<file path="config.mk">
export PLATFORM = sky130hd
export DESIGN_NAME = reliable_retransmit_tracker_core
export DESIGN_NICKNAME = d
export VERILOG_FILES = /design/src/sv/rrt_pkg.sv /design/src/sv/rrt_ram.sv /design/src/sv/reliable_retransmit_tracker_core.sv
export SDC_FILE = /design/constraint.sdc
export NUM_CORES = 2
export LEC_CHECK = 0
export BUFFER_PORTS_ARGS = -buffer_cell sky130_fd_sc_hd__buf_2
export CAP_MARGIN = 25
export CORE_ASPECT_RATIO = 0.7
export CORE_MARGIN = 3
export CORE_UTILIZATION = 35
export DETAILED_ROUTE_END_ITERATION = 10
export GPL_ROUTABILITY_DRIVEN = 0
export PLACE_DENSITY = 0.52
export SYNTH_ARGS = -nofsm -noshare
export SYNTH_HDL_FRONTEND = slang
export SYNTH_HIERARCHICAL = 1
export SYNTH_SLANG_ARGS = --single-unit
</file>
<file path="constraint.sdc">
create_clock -name clk -period 25.7 [get_ports clk]
set_input_delay 7.71 -clock clk [delete_from_list [all_inputs] [get_ports clk]]
set_output_delay 7.71 -clock clk [all_outputs]
set_load 0.03 [all_outputs]
</file>
<file path="src/sv/rrt_pkg.sv">
// ----------------------------------------------------------------------------
// rrt_pkg
// Shared types and codes for the retransmit tracker: operation and result
// kinds, beat field widths and the packed layout of one table entry.
// ----------------------------------------------------------------------------
`default_nettype none

package rrt_pkg;

  localparam int CHAN_W  = 32;
  localparam int LINK_W  = 3;
  localparam int ADDR_W  = 32;
  localparam int MSG_W   = 64;
  localparam int ATT_W   = 8;
  localparam int TIME_W  = 32;
  localparam int SLOT_W  = 4;
  localparam int OP_W    = 2;
  localparam int KIND_W  = 3;
  localparam int CFG_IDX_W  = 2;
  localparam int CFG_DATA_W = 32;
  localparam int IN_DATA_W  = 168;
  localparam int OUT_DATA_W = 144;

  typedef logic [OP_W-1:0]   op_t;
  typedef logic [KIND_W-1:0] kind_t;

  localparam op_t OP_TRACK  = 2'd0;
  localparam op_t OP_ACK    = 2'd1;
  localparam op_t OP_CANCEL = 2'd2;
  localparam op_t OP_TICK   = 2'd3;

  localparam kind_t K_TRACKED   = 3'd0;
  localparam kind_t K_FULL      = 3'd1;
  localparam kind_t K_RELEASED  = 3'd2;
  localparam kind_t K_NO_MATCH  = 3'd3;
  localparam kind_t K_CANCELLED = 3'd4;
  localparam kind_t K_RESEND    = 3'd5;
  localparam kind_t K_ABANDONED = 3'd6;
  localparam kind_t K_TICK_DONE = 3'd7;

  localparam logic [CFG_IDX_W-1:0] CFG_RETRY    = 2'd0;
  localparam logic [CFG_IDX_W-1:0] CFG_ATTEMPTS = 2'd1;
  localparam logic [CFG_IDX_W-1:0] CFG_LINKMASK = 2'd2;

  typedef struct packed {
    logic [CHAN_W-1:0] channel;
    logic [LINK_W-1:0] link;
    logic [ADDR_W-1:0] address;
    logic [MSG_W-1:0]  msg_id;
    logic [ATT_W-1:0]  attempts;
    logic [TIME_W-1:0] last_time;
  } entry_t;

endpackage

`default_nettype wire

</file>
<file path="src/sv/rrt_ram.sv">
// ----------------------------------------------------------------------------
// rrt_ram
// Generic single-write, single-read RAM with a registered read port.
// ----------------------------------------------------------------------------
`default_nettype none

module rrt_ram #(
  parameter int WIDTH = 8,
  parameter int DEPTH = 16
) (
  input  wire logic                                    clk,
  input  wire logic                                    we,
  input  wire logic [((DEPTH > 1) ? $clog2(DEPTH) : 1)-1:0] waddr,
  input  wire logic [WIDTH-1:0]                        wdata,
  input  wire logic [((DEPTH > 1) ? $clog2(DEPTH) : 1)-1:0] raddr,
  output logic      [WIDTH-1:0]                        rdata
);

  logic [WIDTH-1:0] mem [DEPTH];

  always_ff @(posedge clk) begin
    if (we) begin
      mem[waddr] <= wdata;
    end
    rdata <= mem[raddr];
  end

endmodule

`default_nettype wire

</file>
<file path="src/sv/reliable_retransmit_tracker_core.sv">
// A track beat scans the valid bits one slot per cycle until it finds a free
// slot; ack, cancel and tick beats visit each slot with an entry RAM read
// state and then an evaluate state.
// One beat is processed at a time; results wait only for a free output register.
// Reset (synchronous, rst_n low) clears valid bits, id, time and abandon
// counters and restores configuration defaults; entry RAM is not cleared.
// ----------------------------------------------------------------------------
// reliable_retransmit_tracker_core
// Table of pending reliable messages with ack matching, channel cancel and a
// retry timer walk, driven by a small sequencer over one shared entry RAM.
// ----------------------------------------------------------------------------
`default_nettype none

module reliable_retransmit_tracker_core #(
  parameter int TABLE_DEPTH = 16,
  parameter int LINK_COUNT  = 8
) (
  input  wire logic                               clk,
  input  wire logic                               rst_n,
  // configuration write port
  input  wire logic                               cfg_we,
  input  wire logic [rrt_pkg::CFG_IDX_W-1:0]      cfg_addr,
  input  wire logic [rrt_pkg::CFG_DATA_W-1:0]     cfg_wdata,
  // input stream
  input  wire logic                               in_tvalid,
  output logic                                    in_tready,
  // tdata, low bit up: channel_id[31:0], link_id[34:32], route_address[66:35],
  // ack_message_id[130:67], now_ms[162:131], zero pad[167:163]
  input  wire logic [rrt_pkg::IN_DATA_W-1:0]      in_tdata,
  // tuser: op[1:0]
  input  wire logic [rrt_pkg::OP_W-1:0]           in_tuser,
  // result stream
  output logic                                    out_tvalid,
  input  wire logic                               out_tready,
  // tdata, low bit up: slot_index[3:0], msg_id_out[67:4], link_out[70:68],
  // address_out[102:71], attempts_out[110:103], abandoned_total[142:111],
  // zero pad[143]
  output logic      [rrt_pkg::OUT_DATA_W-1:0]     out_tdata,
  // tuser: kind[2:0]
  output logic      [rrt_pkg::KIND_W-1:0]         out_tuser,
  // tlast: last_of_run
  output logic                                    out_tlast
);

  import rrt_pkg::*;

  localparam int IDX_W = (TABLE_DEPTH > 1) ? $clog2(TABLE_DEPTH) : 1;
  localparam int ENT_W = $bits(entry_t);
  localparam logic [IDX_W-1:0] LAST_IDX = IDX_W'(TABLE_DEPTH - 1);

  // Sequencer states.
  localparam logic [1:0] ST_IDLE = 2'd0;
  localparam logic [1:0] ST_RD   = 2'd1;
  localparam logic [1:0] ST_EV   = 2'd2;
  localparam logic [1:0] ST_END  = 2'd3;

  // Configuration registers.
  logic [TIME_W-1:0] retry_r;
  logic [ATT_W-1:0]  max_att_r;
  logic [7:0]        link_mask_r;

  // Sequencer and table state.
  logic [1:0]             state_r, state_nxt;
  logic [IDX_W-1:0]       idx_r, idx_nxt;
  logic [TABLE_DEPTH-1:0] valid_r, valid_nxt;
  logic [MSG_W-1:0]       next_id_r, next_id_nxt;
  logic [TIME_W-1:0]      recent_r, recent_nxt;
  logic [31:0]            aband_r, aband_nxt;

  // Latched input beat.
  op_t               op_r;
  logic [CHAN_W-1:0] chan_r;
  logic [LINK_W-1:0] link_r;
  logic [ADDR_W-1:0] addr_r;
  logic [MSG_W-1:0]  ack_r;
  logic [TIME_W-1:0] now_r;

  // Output register.
  logic                out_valid_r;
  kind_t               o_kind_r;
  logic [SLOT_W-1:0]   o_slot_r;
  logic [MSG_W-1:0]    o_msg_r;
  logic [LINK_W-1:0]   o_link_r;
  logic [ADDR_W-1:0]   o_addr_r;
  logic [ATT_W-1:0]    o_att_r;
  logic [31:0]         o_aband_r;
  logic                o_last_r;

  // Entry RAM.
  logic             ram_we;
  entry_t           ram_wdata;
  logic [ENT_W-1:0] ram_rdata;
  entry_t           ent;

  rrt_ram #(
    .WIDTH (ENT_W),
    .DEPTH (TABLE_DEPTH)
  ) u_entries (
    .clk   (clk),
    .we    (ram_we),
    .waddr (idx_r),
    .wdata (ram_wdata),
    .raddr (idx_r),
    .rdata (ram_rdata)
  );

  assign ent = entry_t'(ram_rdata);

  // Emission request toward the output register.
  logic              emit, emit_last;
  kind_t             emit_kind;
  logic [SLOT_W-1:0] emit_slot;
  logic [MSG_W-1:0]  emit_msg;
  logic [LINK_W-1:0] emit_link;
  logic [ADDR_W-1:0] emit_addr;
  logic [ATT_W-1:0]  emit_att;
  logic [31:0]       emit_aband;

  logic out_free;
  logic accept;
  assign out_free  = !out_valid_r || out_tready;
  assign in_tready = (state_r == ST_IDLE);
  assign accept    = in_tvalid && in_tready;

  // The slot under evaluation, as seen from the RAM read data.
  logic              ack_hit, chan_hit, time_ok, elapsed, link_ok, give_up;
  logic [TIME_W-1:0] age;
  logic              slot_valid;

  assign slot_valid = valid_r[idx_r];
  assign chan_hit   = slot_valid && (ent.channel == chan_r);
  assign ack_hit    = chan_hit && (ent.link == link_r) && (ent.address == addr_r)
                      && (ent.msg_id == ack_r);
  assign time_ok    = slot_valid && (now_r >= ent.last_time);
  assign age        = now_r - ent.last_time;
  assign elapsed    = time_ok && (age >= retry_r);
  // A link is present only below the link count and with its mask bit set.
  assign link_ok    = ({1'b0, ent.link} < 4'(LINK_COUNT)) && link_mask_r[ent.link];
  assign give_up    = (ent.attempts >= max_att_r) || !link_ok;

  always_comb begin
    state_nxt   = state_r;
    idx_nxt     = idx_r;
    valid_nxt   = valid_r;
    next_id_nxt = next_id_r;
    recent_nxt  = recent_r;
    aband_nxt   = aband_r;
    ram_we      = 1'b0;
    ram_wdata   = ent;
    emit        = 1'b0;
    emit_last   = 1'b0;
    emit_kind   = K_TICK_DONE;
    emit_slot   = SLOT_W'(idx_r);
    emit_msg    = '0;
    emit_link   = '0;
    emit_addr   = '0;
    emit_att    = '0;
    emit_aband  = aband_r;

    unique case (state_r)
      ST_IDLE: begin
        if (accept) begin
          idx_nxt = '0;
          if (in_tuser == OP_TRACK && (&next_id_r)) begin
            state_nxt = ST_END;
          end else begin
            state_nxt = ST_RD;
          end
          if (in_tuser == OP_TICK) begin
            recent_nxt = in_tdata[162:131];
          end
        end
      end

      ST_RD: begin
        // Track needs only the valid bits; the other operations evaluate
        // the entry in the next cycle, when the RAM data is out.
        if (op_r == OP_TRACK) begin
          if (!slot_valid) begin
            if (out_free) begin
              ram_we             = 1'b1;
              ram_wdata.channel  = chan_r;
              ram_wdata.link     = link_r;
              ram_wdata.address  = addr_r;
              ram_wdata.msg_id   = next_id_r;
              ram_wdata.attempts = ATT_W'(1);
              ram_wdata.last_time = recent_r;
              valid_nxt[idx_r]   = 1'b1;
              next_id_nxt        = next_id_r + MSG_W'(1);
              emit      = 1'b1;
              emit_last = 1'b1;
              emit_kind = K_TRACKED;
              emit_msg  = next_id_r;
              emit_link = link_r;
              emit_addr = addr_r;
              emit_att  = ATT_W'(1);
              state_nxt = ST_IDLE;
            end
          end else if (idx_r == LAST_IDX) begin
            state_nxt = ST_END;
          end else begin
            idx_nxt = idx_r + IDX_W'(1);
          end
        end else begin
          state_nxt = ST_EV;
        end
      end

      ST_EV: begin
        logic act;
        logic done;
        act  = 1'b0;
        done = 1'b0;
        case (op_r)
          OP_ACK: begin
            if (ack_hit) begin
              act = 1'b1;
              if (out_free) begin
                valid_nxt[idx_r] = 1'b0;
                emit      = 1'b1;
                emit_last = 1'b1;
                emit_kind = K_RELEASED;
                emit_msg  = ent.msg_id;
                emit_link = ent.link;
                emit_addr = ent.address;
                emit_att  = ent.attempts;
                done      = 1'b1;
              end
            end
          end
          OP_CANCEL: begin
            if (chan_hit) begin
              valid_nxt[idx_r] = 1'b0;
            end
          end
          default: begin
            if (elapsed) begin
              act = 1'b1;
              if (out_free) begin
                emit      = 1'b1;
                emit_msg  = ent.msg_id;
                emit_link = ent.link;
                emit_addr = ent.address;
                if (give_up) begin
                  valid_nxt[idx_r] = 1'b0;
                  aband_nxt  = aband_r + 32'd1;
                  emit_kind  = K_ABANDONED;
                  emit_att   = ent.attempts;
                  emit_aband = aband_r + 32'd1;
                end else begin
                  ram_we              = 1'b1;
                  ram_wdata.attempts  = ent.attempts + ATT_W'(1);
                  ram_wdata.last_time = now_r;
                  emit_kind = K_RESEND;
                  emit_att  = ent.attempts + ATT_W'(1);
                end
              end
            end
          end
        endcase

        if (done) begin
          state_nxt = ST_IDLE;
        end else if (!act || emit) begin
          if (idx_r == LAST_IDX) begin
            state_nxt = ST_END;
          end else begin
            idx_nxt   = idx_r + IDX_W'(1);
            state_nxt = ST_RD;
          end
        end
      end

      ST_END: begin
        // Closing result of the beat: full, no match, cancelled or tick done.
        if (out_free) begin
          emit      = 1'b1;
          emit_last = 1'b1;
          emit_slot = '0;
          case (op_r)
            OP_TRACK:  emit_kind = K_FULL;
            OP_ACK: begin
              emit_kind = K_NO_MATCH;
              emit_msg  = ack_r;
            end
            OP_CANCEL: emit_kind = K_CANCELLED;
            default:   emit_kind = K_TICK_DONE;
          endcase
          state_nxt = ST_IDLE;
        end
      end

      default: state_nxt = ST_IDLE;
    endcase
  end

  always_ff @(posedge clk) begin
    if (!rst_n) begin
      state_r     <= ST_IDLE;
      idx_r       <= '0;
      valid_r     <= '0;
      next_id_r   <= '0;
      recent_r    <= '0;
      aband_r     <= '0;
      out_valid_r <= 1'b0;
      retry_r     <= 32'd100;
      max_att_r   <= 8'd3;
      link_mask_r <= 8'd0;
    end else begin
      state_r   <= state_nxt;
      idx_r     <= idx_nxt;
      valid_r   <= valid_nxt;
      next_id_r <= next_id_nxt;
      recent_r  <= recent_nxt;
      aband_r   <= aband_nxt;
      if (emit) begin
        out_valid_r <= 1'b1;
      end else if (out_tready) begin
        out_valid_r <= 1'b0;
      end
      if (cfg_we) begin
        unique case (cfg_addr)
          CFG_RETRY:    retry_r     <= cfg_wdata;
          CFG_ATTEMPTS: max_att_r   <= cfg_wdata[ATT_W-1:0];
          CFG_LINKMASK: link_mask_r <= cfg_wdata[7:0];
          default: ;
        endcase
      end
    end
  end

  // Payload registers carry no reset.
  always_ff @(posedge clk) begin
    if (accept) begin
      op_r   <= in_tuser;
      chan_r <= in_tdata[31:0];
      link_r <= in_tdata[34:32];
      addr_r <= in_tdata[66:35];
      ack_r  <= in_tdata[130:67];
      now_r  <= in_tdata[162:131];
    end
    if (emit) begin
      o_kind_r  <= emit_kind;
      o_slot_r  <= emit_slot;
      o_msg_r   <= emit_msg;
      o_link_r  <= emit_link;
      o_addr_r  <= emit_addr;
      o_att_r   <= emit_att;
      o_aband_r <= emit_aband;
      o_last_r  <= emit_last;
    end
  end

  assign out_tvalid = out_valid_r;
  assign out_tuser  = o_kind_r;
  assign out_tlast  = o_last_r;
  assign out_tdata  = {1'b0, o_aband_r, o_att_r, o_addr_r, o_link_r, o_msg_r, o_slot_r};

  // A beat's final result always returns the sequencer to idle.
  a_last_idle: assert property (@(posedge clk) disable iff (!rst_n)
    (emit && emit_last) |=> (state_r == ST_IDLE))
    else $error("sequencer not idle after final result");

  // At most one slot becomes valid per cycle.
  a_one_fill: assert property (@(posedge clk) disable iff (!rst_n)
    $countones(valid_r) <= $past($countones(valid_r)) + 1)
    else $error("more than one slot filled at once");

  // A result is loaded only when the output register is free.
  a_no_overwrite: assert property (@(posedge clk) disable iff (!rst_n)
    emit |-> (!out_valid_r || out_tready))
    else $error("result register overwritten");

  // The slot walk never leaves the table.
  a_idx_range: assert property (@(posedge clk) disable iff (!rst_n)
    (state_r != ST_IDLE) |-> (idx_r <= LAST_IDX))
    else $error("slot index out of range");

endmodule

`default_nettype wire
</file>
==> metrics.csv <==
metric,value,unit
status,completed,
r2r-start,now_r[0],
rows,189,
fin_skew,0.0891,ns
avgSynthCellArea,18.2,sq um
drive_gt1_share,23.0,%
hold_depth,2,
ios,359,
layout_min_cycle_time,13.75,ns
worst_setup_path_end_kind,register,
max-vdd-ir-drop,0.0584,mV
syn_inst,7319,
ys_types,83,
drtPass1Iterations,6,
via_per_inst,5.50,
worstPathCellList,buf_2 -> nand2b_1 -> and4_4 -> nand2_1 -> o21ai_0 -> or3b_2 -> nor2_4 -> buf_4 -> buf_4 -> buf_16 -> buf_4 -> buf_4,
reg2reg_to,u_entries/mem[1][117],
ys_async_sr_fraction,0,%
syn-num-nets,7617,
relSlewSlack,19.0,%
hold_viol,0,
worst_slack,11.95,ns
finalSetupViolations,0,
synth-seq-cells,3418,
tightest_slew,1.21,ns
reg2reg_slack,15.14,ns
rsz0062_at_grt,false,
drtIter0Drc,7998,
cts_tree,built,
wl_per_cell,30.0,microns
crit_arrival,14.33,ns
worstPathMaxFanout,46,
seq_area_frac_synth,74.1,%
leakagePower,49.1,nW
port_buffers,352,
wl,396000,microns
crit_path_max_incr_delay,0.89,ns
ctsResizeCount,0,
clkTransAtPathRegs,0.06,ns
critPathSlowestCell,and4_4,
antenna_found_initial,33,
drv_cap,0,
vias,72445,
numCtsBuffers,343,
layout_common_cells,"edfxtp_1 (3,048), nand2_1 (778), mux4_2 (640)",
ant_nets,0,
cts_sinks,3418,
synth_area,0.134,sq mm
grt_pass1_vias,71338,
path_buf_inv,6,
synth_flop_cell,edfxtp_1,
core_area,0.379,sq mm
fin_nets,8117,
fmax,72.7,MHz
yosys_warnings,6,
die_area,0.389,sq mm
fill_cells,33922,
r2r_cells,25,
layout_commonest_cell,edfxtp_1,
cp-start-kind,primary input,
cp_top_family,buffers and inverters,
cts.path.max_buffers,4,
cts_setup_buffers,0,
post-route-period-util,53.5,%
crit_type,in2reg,
dpl.hpwl,226000,microns
grt_max_degree,139,
required,26.29,ns
place_ws,10.70,ns
worstSkewPairLatency,0.98,ns
gr-total-overflow,0,
fp.dieW,744,microns
synth_enable_flop_cells,3048,
initial_core_util,35.2,%
cts_max_level,5,
grt_pass1_wl,554000,microns
cpMostUsedCell,buf_4,
setup_tns,0,ns
hold_class,reg2reg,
post-route-drc-count,0,
ctsHoldBuffers,0,
die_h,523,microns
pwr_density_cell,82.9,mW/mm^2
syn2layout_area_growth,14.7,%
final_cells,13179,
drv_slew,0,
root_buffer,clkbuf_16,
grt.total_usage,19.9,%
dp.cells,12519,
==> logic make-up (layout without fill, tap and decap cells) <==
group	after synthesis	count (layout)	share of synthesized area, %
fa+ha+maj	89	89	0.839
xor+xnor	236	236	1.55
compound gates	860	860	4.85
buf+inv	492	1283	1.66
other cells	1	9	0.00281
flops	3418	3418	74.1
mux	811	811	12.2
simple gates	1412	1412	4.87
==> layer usage <==
layer	vias to the layer above	track usage (%)	share of wire, %
met5	-	0	0.0071
met4	4	5.49	2.9
met3	531	3.21	7.2
met2	2865	30.2	45
met1	38738	29.6	45
li1	30307	-	-
==> stage by stage <==
| step | area [sq um] | power (mW) | util (%) | hold slack [ns] |
|---|---|---|---|---|
| 3_5_place_dp | 142000 | 7.77 | 37.4 | 0.451 |
| 4_1_cts | 153000 | 12.8 | 40.3 | 0.459 |
| 6_report | 153000 | 12.7 | 40.4 | 0.460 |
| 2_1_floorplan | 134000 | 7.29 | - | 0.432 |
| 5_1_grt | 153000 | 13.2 | 40.4 | 0.482 |
| 3_3_place_gp | 142000 | 7.73 | 37.3 | 0.440 |
==> worst reg2reg max path, stage by stage, from the launching register on <==
cell and delay [ns]:
edfxtp_1 0.36, inv_1 0.08, ha_1 0.23, fa_1 0.41
nand2b_1 0.19, a211oi_2 0.34, o211ai_1 0.16, a311oi_1 0.47
o31ai_1 0.22, a211oi_1 0.40, nor2_1 0.10, a211o_1 0.29
xnor2_1 0.17, ha_1 0.31, nand4_1 0.10, a211oi_1 0.30
a21oi_1 0.33, or4_4 0.76, o21ai_0 0.48, or3b_2 0.62
nor2_4 0.60, buf_4 0.81, buf_4 0.46, buf_16 0.29
buf_4 0.93, buf_4 0.77
==> flip-flops by register name, summed over array words and instances (netlist names), 64 cells and up, named ones only <==
name / cells
o_msg_r: 64
u_entries/rdata: 171
u_entries/mem: 2736
ack_r: 64
next_id_r: 64
==> report_power, final <==
group	switching, mW	total, mW	internal, mW
clock network	2.17	5.05	2.89
logic	0.786	1.21	0.421
registers	0.111	6.44	6.33
total	3.06	12.7	9.64
==> cell type report <==
class | instances | area (sq um) | area share [%]
clock buffers | 472 | 9570 | 6.25
inverters | 101 | 379 | 0.247
clock inverters | 164 | 1670 | 1.09
multi-input cells | 3409 | 32700 | 21.4
repair buffers | 546 | 3550 | 2.32
flip-flops and latches | 3418 | 98900 | 64.6
well taps | 5061 | 6330 | 4.13
diodes | 8 | 20.0 | 0.0131
==> cells in the mapped netlist, drive strengths merged, types with 36 or more instances <==
| cell type | instances | share of area, % |
|---|---|---|
| nor2b | 64 | 0.30 |
| nand2 | 779 | 2.2 |
| buf | 169 | 0.75 |
| nand2b | 41 | 0.19 |
| xor2 | 55 | 0.36 |
| nand4 | 71 | 0.33 |
| and2 | 93 | 0.44 |
| xnor2 | 181 | 1.2 |
| a221oi | 43 | 0.28 |
| nand3 | 63 | 0.24 |
| a211oi | 36 | 0.21 |
| inv | 101 | 0.28 |
| ha | 88 | 0.82 |
| a222oi | 64 | 0.48 |
| a22oi | 319 | 1.8 |
| mux2 | 94 | 0.79 |
| nor2 | 173 | 0.50 |
| a21oi | 73 | 0.27 |
| edfxtp | 3048 | 69 |
| clkbuf | 222 | 0.62 |
| mux4 | 640 | 11 |
| o21ai | 82 | 0.31 |
| dfxtp | 370 | 5.5 |
| mux2i | 77 | 0.58 |
| a21boi | 74 | 0.42 |
==> how the worst max path moves through the flow <==
| stage | start | end | slack, ns | cells after the start |
|---|---|---|---|---|
| 3_5_place_dp | out_tready | u_entries/mem[1][96] | 10.70 | 11 |
| 3_3_place_gp | out_tready | u_entries/mem[1][85] | 10.81 | 11 |
| 4_1_cts | out_tready | u_entries/mem[1][105] | 11.77 | 11 |
| 5_1_grt | out_tready | u_entries/mem[1][117] | 11.79 | 12 |
| 2_1_floorplan | out_tready | u_entries/mem[0][0] | 3.54 | 9 |
| 6_report | out_tready | u_entries/mem[1][117] | 11.95 | 12 |
(Power assumes the default switching activity.)
